File: src/hw/rtl/sevt_ram.sv
// Generic single-write, single-read RAM with registered read data.
// No dependencies.
module sevt_ram #(
	parameter int WIDTH = 8,
	parameter int DEPTH = 16
) (
	input  logic                     clk,
	input  logic                     we,
	input  logic [$clog2(DEPTH)-1:0] waddr,
	input  logic [WIDTH-1:0]         wdata,
	input  logic [$clog2(DEPTH)-1:0] raddr,
	output logic [WIDTH-1:0]         rdata
);

	logic [WIDTH-1:0] mem [DEPTH];

	always_ff @(posedge clk) begin
		if (we) begin
			mem[waddr] <= wdata;
		end
		rdata <= mem[raddr];
	end

endmodule

File: config.mk
export PLATFORM = sky130hd
export DESIGN_NAME = sevt_ram
export DESIGN_NICKNAME = d
export VERILOG_FILES = /design/src/hw/rtl/sevt_ram.sv
export SDC_FILE = /design/constraint.sdc
export NUM_CORES = 1
export LEC_CHECK = 0
export ABC_AREA = 1
export BUFFER_PORTS_ARGS = -buffer_cell sky130_fd_sc_hd__buf_2
export CAP_MARGIN = 20
export CORE_MARGIN = 2
export CORE_UTILIZATION = 61
export DETAILED_ROUTE_END_ITERATION = 10
export MAX_ROUTING_LAYER = met4
export PLACE_DENSITY_LB_ADDON = 0.1
export SYNTH_ARGS = -nofsm -noshare
export SYNTH_HDL_FRONTEND = slang
export SYNTH_SLANG_ARGS = --single-unit
File: constraint.sdc
create_clock -name clk -period 1.43 [get_ports clk]
set_clock_uncertainty 0.2 [all_clocks]
set_input_delay 0.0715 -clock clk [delete_from_list [all_inputs] [get_ports clk]]
set_output_delay 0.0715 -clock clk [all_outputs]
set_load 0.01 [all_outputs]
## Yosys cells after proc, flatten, opt, wreduce, memory -nomap -nowiden

Memory sizes are Yosys's and may differ from the RTL's. A register that Yosys moved wholly into a read port is not among the register bits.
Cells that the tools add are included.

| cells by class | value |
|---|---|
| mux-type cells | 2 |

Operators by type and width:

| operator | count |
|---|---|
| 1-bit two-way mux | 2 |

| word-level totals | value |
|---|---|
| bits in writable memories | 128 |
| bits in registers | 0 |
| memories kept | 1 |
| output and inout port bits | 8 |

Memory list:

| memory | words | width | rd ports | clocked after memory_dff | write ports | line | text |
|---|---|---|---|---|---|---|---|
| mem | 16 | 8 | 1 | 1 | 1 | 15 | `logic [WIDTH-1:0] mem [DEPTH];` |

## Longest topological paths before layout

Gate-level depths: netlist of the first run.

| logic depth | value |
|---|---|
| depth in word-level cells | 2 |
| gate-level depth with buffers | 8 |

## Worst setup path after synthesis of the first run

Ideal clock, no wire load.

| timing | value |
|---|---|
| path kind | input to register |
| start point | input port waddr[2] |
| end point | memory mem[10][0], enable pin |
| arrival time | 0.652 ns |
| slack | 0.208 ns |
| stages on the path | 2 |
| cells stage by stage | nand3b_1 nor2_1 |

RTL lines:

| what | line | text |
|---|---|---|
| start: declaration | 9 | `input logic [$clog2(DEPTH)-1:0] waddr,` |
| end: declaration | 15 |  |

No word-level cell before the write port.

## Worst setup path after layout of the first run

| timing | value |
|---|---|
| start point | input port waddr[3] |
| end point | memory mem[7][3], enable pin |

No word-level cell before the write port.

==> metrics, run 1 <==
status complete, no violations; CP Launch Type input pin; Synth Register Bits between 100 and 150; initial antenna violation count 0; crit path cell chain dlygate4sd3_1 > buf_2 > nand3b_1 > nor2_1 > buf_4; sum of negative setup slack 0 ns; internal reg-to-reg setup slack roughly 0.18 ns; final antenna diode count 0; die area between 10000 and 15000 sq um; CP Capture Type flop; RSZ-0062 raised after global routing false; HPWL after DPL between 7 and 8 mm; DRC 0; Final ANT Viol Nets 0; Tot Pwr around 9.1 mW; CTS tree done; clock buffer depth 2; chip height about 100 um; crit path max-delay cell type dlygate4sd3_1; cts bufs inserted 17; critical path class input pin to flop; Worst-path clk slew ~0.07 ns; Hold Vio Cnt, Final 0; ratio of cells with drive above 1 in the final layout about 14%; max_cap viols 0; DRT Wirelength 12.81 mm; yosys warns 0; Avg Inst Size Synth between 10 and 15 sq um; clock root buffer clkbuf_8; post-synth net total 569; Row Count 35; Total GRT Usage 28.67%; DR vias approximately 3.9k; most common cell after layout, fill and taps aside nand2_1; Initial Util 62.71%; Skew-Pair Late Insertion Delay between 0.5 and 0.6 ns; final setup fails 0; worst vdd ir just over 0.8 mV; Final Cycle Share about 92%; crit-path max FO 8; Finished Layout Cells around 740; core area 9196 sq um; final-stage net count between 600 and 700; CP max stage delay approximately 0.53 ns; commonest non-fill, non-tap cells in the layout 173 x nand2_1, 128 x edfxtp_1, 100 x inv_1; Pre-antenna DRT Iters 5; CP required 1.45 ns; fin crit period 1.321 ns; Top delay family on crit path buffers and inverters; Clock Sinks approximately 140; worst min-delay path class input pin to flop; Cell Pwr Density about 1300 nW/um^2; I/O pins 26; global-route wire length before repair 20.62 mm; Synth cell types 12; LEAKAGE roughly 3 nW; vias per inst approximately 5.3; Starting DRT DRC Count around 330; f_max 756.8 MHz; Routed wire per std cell 17.40 um; Slew HR 72.86%; Post-Syn Instances between 500 and 600; H-tree levels 4; WP data arrival roughly 1.3 ns; placed cell count between 600 and 700; Buf/Inv on CP 3; routability cong. between 0.8 and 0.9; GRT overflow 0; register area share after synthesis a little over two thirds; max-slew violations 0; Die W slightly above 100 um; Synth Cell Area between 5000 and 6000 sq um; vias in the first global route 3841; Slew @ Worst Pin 0.4070 ns; pin count of the biggest net entering global routing 36; I/O Buffers 25; layout overhead on the synthesized area 18.09%
[synthesized netlist by cell type]
cell | number | area, sq um
buf_6 | 6 | 67.56
nand2_1 | 173 | 649.4
dfxtp_1 | 8 | 160.2
edfxtp_1 | 128 | 3844
nor2_1 | 17 | 63.81
buf_1 | 1 | 3.750
nand3b_1 | 2 | 15.01
inv_2 | 2 | 7.510
inv_1 | 100 | 375.4
buf_2 | 13 | 65.06
buf_4 | 4 | 30.03
nand3_1 | 97 | 485.5
[repair_timing]
item	4_1_cts	5_1_grt
setup buffers	0	0
hold buffers	13	0
gates resized for setup	0	0
endpoints found under the hold margin	174	0
setup endpoints to repair	0	0
[area by class of cell]
| class | instances | area (sq um) |
|---|---|---|
| clock inverters | 15 | 141.4 |
| repair buffers | 66 | 515.5 |
| fillers | 610 | 2386 |
| inverters | 102 | 382.9 |
| multi-input cells | 289 | 1214 |
| clock buffers | 17 | 414.1 |
| flip-flops and latches | 136 | 4004 |
| well taps | 111 | 138.9 |
[cell families (layout without fill, tap and decap cells)]
group,count (synthesis),count (layout),synth area share [%]
buffers and inverters,126,200,9.525
AND/OR/NAND/NOR,289,289,21.05
flip-flops,136,136,69.43
[flip-flops by register name, summed over array words and instances, names as in the netlist]
signal,flops
rdata,8
mem,128
[per-layer routing]
metal	routed length (um)	part of all wire (%)	vias up	global-route usage (%)
met5	0	0	-	-
met4	218	1.7	0	12.06
met3	951	7.4	18	5.728
met1	5417	42	1817	38.60
li1	-	-	1897	-
met2	6218	49	185	43.15
[worst min-delay path, delay by kind of cell]
kind	cells	cell delay, ns
AND/OR/NAND/NOR	2	0.26
buffers and inverters	2	0.28
[power breakdown]
part	switching, mW	internal, mW	leakage [nW]
combinational	0.400	0.206	1.51
sequential	0.0274	4.46	1.22
clock	1.71	2.33	0.266
[through the flow]
| step | setup WS, ns | hold WS [ns] | instance area (sq um) | utilization, % |
|---|---|---|---|---|
| after floorplan | 0.2077 | -0.02963 | 5767 | - |
| after global placement | 0.1243 | 0.2678 | 6125 | 66.60 |
| after detailed placement | 0.08286 | 0.2666 | 6125 | 66.60 |
| after CTS | 0.1399 | 0.003086 | 6810 | 74.05 |
| after global routing | 0.06707 | 0.04311 | 6810 | 74.05 |
| final | 0.1086 | 0.03135 | 6810 | 74.05 |
[final timing paths]
kind / start / to / cells past startpoint
setup / recovery: waddr[3] / mem[7][3] / 5
hold / removal: waddr[0] / mem[9][4] / 4
setup reg to reg: mem[8][5] / rdata[5] / 6
hold reg to reg: mem[11][6] / rdata[6] / 6
Note: power is estimated with default switching activity, not from simulation.
==> run 2, diff against run 1 <==
--- a/config.mk
+++ b/config.mk
@@ -9,6 +9,8 @@
 export BUFFER_PORTS_ARGS = -buffer_cell sky130_fd_sc_hd__buf_2
 export CAP_MARGIN = 20
+export CELL_PAD_IN_SITES_DETAIL_PLACEMENT = 2
+export CELL_PAD_IN_SITES_GLOBAL_PLACEMENT = 2
 export CORE_MARGIN = 2
-export CORE_UTILIZATION = 61
+export CORE_UTILIZATION = 40
 export DETAILED_ROUTE_END_ITERATION = 10
 export MAX_ROUTING_LAYER = met4
==> constraint.sdc (replaced) <==
create_clock -name clk -period 1.43 [get_ports clk]
set_clock_uncertainty 0.2 [all_clocks]
set_input_delay 0.286 -clock clk [delete_from_list [all_inputs] [get_ports clk]]
set_output_delay 0.286 -clock clk [all_outputs]
set_load 0.01 [all_outputs]
==> run 2 against run 1 <==
Net effect:
- first-iteration DRC count fell by 13%
- clock-buffer cell count up 4
- cell count is 8.2% higher
- worst setup slack worse by 0.074 ns
- clock power increased by 3%
- fmax is 5.3% lower
- design area grew 0.35%
- routed wire length up 38%
- critical endpoint is now rdata[6]
- register-to-register slack worse by 0.07 ns
==> metrics, run 2 (synthesis gave the netlist of run 1 again) <==
fin crit period 1.395 ns; I/O pins 26; worst vdd ir roughly 0.8 mV; critical path class flop to output pin; status complete, no violations; Slew HR 74.13%; RSZ-0062 raised after global routing false; Pre-antenna DRT Iters 5; vias per inst 5.214; DRT Wirelength 17.65 mm; Hold Vio Cnt, Final 0; CP required between 0.9 and 1 ns; core area approximately 14000 sq um; Routed wire per std cell around 22 um; initial antenna violation count 0; post-route cell area between 6000 and 7000 sq um; crit-path max FO 1; Buf/Inv on CP 1; Final ANT Viol Nets 0; Tot Pwr 9.300 mW; dpl cell area 6279 sq um; most common cell after layout, fill and taps aside nand2_1; LEAKAGE between 2 and 3 nW; setup slack at placement -0.2045 ns; clock network fraction of total power approximately 45%; Top delay family on crit path flip-flops; hold_buf cts 0; I/O Buffers 25; pin count of the biggest net entering global routing 43; worst min-delay path class input pin to flop; Initial Util roughly 41%; Starting DRT DRC Count roughly 290; final setup fails 0; GRT overflow 0; Cell Pwr Density 1361 nW/um^2; DR vias 4150; metal3 WL about 630 um; Final Cycle Share 97.55%; internal power around 7 mW; max reg flops around 130; WP data arrival 0.91 ns; WL met1 7.502 mm; Clock Sinks 136; CP Launch Type flop; clock root buffer clkbuf_16; Worst-path clk slew 0.06 ns; layout overhead on the synthesized area 18.51%; Sw Share between 20% and 30%; Routed met2 length 9.088 mm; crit path cell chain buf_6; final-stage net count slightly above 600; max_cap viols 0; Top reg by flops mem; die area 15390 sq um; CP max stage delay about 0.37 ns; vias in the first global route between 4k and 5k; commonest non-fill, non-tap cells in the layout 173 x nand2_1, 128 x edfxtp_1, 100 x inv_1; post-CTS setup buffers 0; Die W ~120 um; Skew-Pair Late Insertion Delay 0.42 ns; H-tree levels 4; HPWL after DPL 10.81 mm; max-slew violations 0; Flop pwr share around 48%; ratio of cells with drive above 1 in the final layout 13.96%; routability cong. between 0.7 and 0.8; crit path max-delay cell type dfxtp_2; setup ws final about 0.035 ns; CTS tree done; post_cts resized 2; f_max 716.9 MHz; global-route wire length before repair about 27 mm; DRC 0; cts bufs inserted 17; clock buffer depth 2; Combinational Power Share ~6.9%; largest registers mem (128), rdata (8); chip height 124.1 um; CP Capture Type output pin; P_sw 2.111 mW; DR top layer met4; Row Count 43; final antenna diode count 0; Total GRT Usage between 20 and 30%; Slew @ Worst Pin around 0.39 ns
-- run 2: cell types whose count changed in the layout (fill, tap and decap cells not counted), moves of 2 or more --
cell           change
buf_12             +3
clkbuf_1           +4
clkinv_1           +3
clkinv_2           +2
clkinv_4           -4
dfxtp_1            -2
dfxtp_2            +2
dlygate4sd3_1     -13
inv_6              -5
-- run 2: layout make-up --
cell class | instances | area (sq um)
fillers | 1466 | 7154
flip-flops and latches | 136 | 4006
multi-input cells | 289 | 1214
repair buffers | 57 | 459.2
clock buffers | 21 | 440.4
inverters | 102 | 382.9
well taps | 180 | 225.2
clock inverters | 11 | 106.4
-- run 2: metrics by stage --
step,instances,util (%),setup TNS (ns),hold WS [ns]
after floorplan,551,-,-0.4380,0.1849
after global placement,764,44.88,-5.142,0.4589
after detailed placement,764,44.88,-15.40,0.4764
after CTS,796,48.81,0,0.06281
after global routing,796,48.86,0,0.07775
final,796,48.86,0,0.07455
-- run 2: power by group through the flow --
stage	sequential [mW]	combinational (mW)	clock (mW)
6_report	4.49	0.642	4.16
5_1_grt	4.50	0.706	4.37
4_1_cts	4.50	0.648	4.21
3_5_place_dp	4.57	0.629	0
3_3_place_gp	4.57	0.598	0
2_1_floorplan	4.57	0.314	0
-- run 2: routing by layer --
metal | global-route usage (%) | up-vias
met5 | - | -
met4 | 9.199 | 0
met3 | 5.403 | 38
met2 | 44.40 | 100
met1 | 30.11 | 2134
li1 | - | 1878
-- run 2: worst paths after layout --
path | startpoint | endpoint | slack (ns) | cells after the start
setup / recovery | rdata[6] | rdata[6] | 0.04 | 1
hold / removal | wdata[1] | mem[1][1] | 0.07 | 1
setup reg to reg | mem[5][0] | rdata[0] | 0.11 | 6
hold reg to reg | mem[10][0] | rdata[0] | 0.50 | 6
==> run 3, diff against run 2 <==
Settings changed: REMOVE_ABC_BUFFERS set to 1.
==> run 3 against run 2 <==
Net effect:
- clock power shrank 5.5%
- critical endpoint is now rdata[3]
- die area did not move
- design area up 0.70%
==> metrics, run 3 (synthesis gave the netlist of run 1 again) <==
CP required approximately 0.94 ns; routability cong. 0.7625; pin count of the biggest net entering global routing 36; Top delay family on crit path flip-flops; cells on worst reg2reg path 6; RSZ-0062 raised after global routing false; post-route cell area roughly 6900 sq um; WP data arrival between 0.9 and 1 ns; f_max about 700 MHz; placed cell count between 700 and 800; Hold Path End mem[7][6]; GRT overflow 0; initial antenna violation count 0; Slew HR 77.51%; CP Launch Type flop; Routed wire per std cell 22.00 um; internal reg-to-reg setup slack approximately 0.17 ns; crit-path max FO 1; CTS tree done; Buf/Inv on CP 1; CP max stage delay between 0.3 and 0.4 ns; crit path max-delay cell type dfxtp_2; CP Capture Type output pin; worst r2r src mem[8][4]; reg-to-reg critical path endpoint rdata[4]; LEAKAGE 3.011 nW; vias per inst roughly 5; Worst-path clk slew 0.05 ns; vias in the first global route between 4k and 5k; DRT Wirelength 17.63 mm; layout overhead on the synthesized area 19.33%; Tot Pwr 9.084 mW; final-stage net count between 600 and 700; Final ANT Viol Nets 0; cts bufs inserted 17; clock buffer depth 2; final setup fails 0; Fill cells approximately 1.4k; clock root buffer clkbuf_16; final antenna diode count 0; critical path class flop to output pin; I/O Buffers 25; ratio of cells with drive above 1 in the final layout about 14%; commonest non-fill, non-tap cells in the layout 173 x nand2_1, 128 x edfxtp_1, 100 x inv_1; Slew @ Worst Pin around 0.34 ns; H-tree levels 4; worst min-delay path class input pin to flop; max-slew violations 0; global-route wire length before repair ~27 mm; DRC 0; most common cell after layout, fill and taps aside nand2_1; sum of negative setup slack 0 ns; worst vdd ir ~0.8 mV; die area 15390 sq um; chip height roughly 120 um; Starting DRT DRC Count between 150 and 200; Total GRT Usage between 20% and 30%; Skew-Pair Late Insertion Delay 0.42 ns; status complete, no violations; Row Count 43; Finished Layout Cells between 800 and 900; Top reg by flops mem; dpl cell area between 6000 and 7000 sq um; largest registers mem (128), rdata (8); Hold Path Depth 1; Die W roughly 120 um; HPWL after DPL about 12 mm; fin crit period 1.407 ns; Clock Sinks 136; Hold Vio Cnt, Final 0; max reg flops roughly 130; Initial Util ~41%; Final Cycle Share around 98%; Cell Pwr Density between 1000 and 1500 nW/um^2; Pre-antenna DRT Iters 5; Util after Layout ~50%; DR vias approximately 4.1k; crit path cell chain buf_2; max_cap viols 0; core area about 14000 sq um; hold_buf cts 0; hold_sp wdata[6]; I/O pins 26
[run 3: cell count changes in the layout (fill, tap and decap cells not counted), sizes merged]
| cell | previous run | this run |
|---|---|---|
| clkinv | 7 | 4 |
| buf | 57 | 62 |
| clkinvlp | 2 | 0 |
| bufinv | 2 | 0 |
| clkbuf | 21 | 28 |
[run 3: worst max path at each step]
stage,from,endpoint,depth (start not counted)
after global routing,rdata[3],rdata[3],1
after detailed placement,raddr[0],rdata[7],8
after floorplan,raddr[0],rdata[2],6
after CTS,rdata[3],rdata[3],1
final,rdata[3],rdata[3],1
after global placement,waddr[0],mem[14][4],5
[run 3: report_power, final]
part	switching (mW)	internal, mW	total (mW)
combinational	0.443	0.217	0.661
clock	1.54	2.38	3.93
sequential	0.0363	4.46	4.50
[run 3: per-layer routing]
layer / track usage, % / part of all wire, %
met2: 45.59 / 53
met4: 9.761 / 2.5
met3: 4.808 / 3.3
met1: 29.83 / 41
met5: - / 0
[run 3: area by class of cell]
type | count | area, sq um | area share, %
well taps | 180 | 225.2 | 3.273
clock inverters | 4 | 18.77 | 0.2727
repair buffers | 62 | 528.0 | 7.673
multi-input cells | 289 | 1214 | 17.64
flip-flops and latches | 136 | 4006 | 58.22
clock buffers | 28 | 506.7 | 7.364
inverters | 102 | 382.9 | 5.564
[run 3: repair_timing]
action	in CTS	in global routing
buffers inserted	0	0
resized for setup	2	0
endpoints found under the setup margin	2	0
[run 3: metrics by stage]
stage	worst slack (ns)	hold WS (ns)
2_1_floorplan	-0.03648	0.1849
3_5_place_dp	-0.2142	0.4924
6_report	0.02330	0.07272
3_3_place_gp	-0.1657	0.4567
4_1_cts	0.008297	0.06468
5_1_grt	0.008916	0.07835
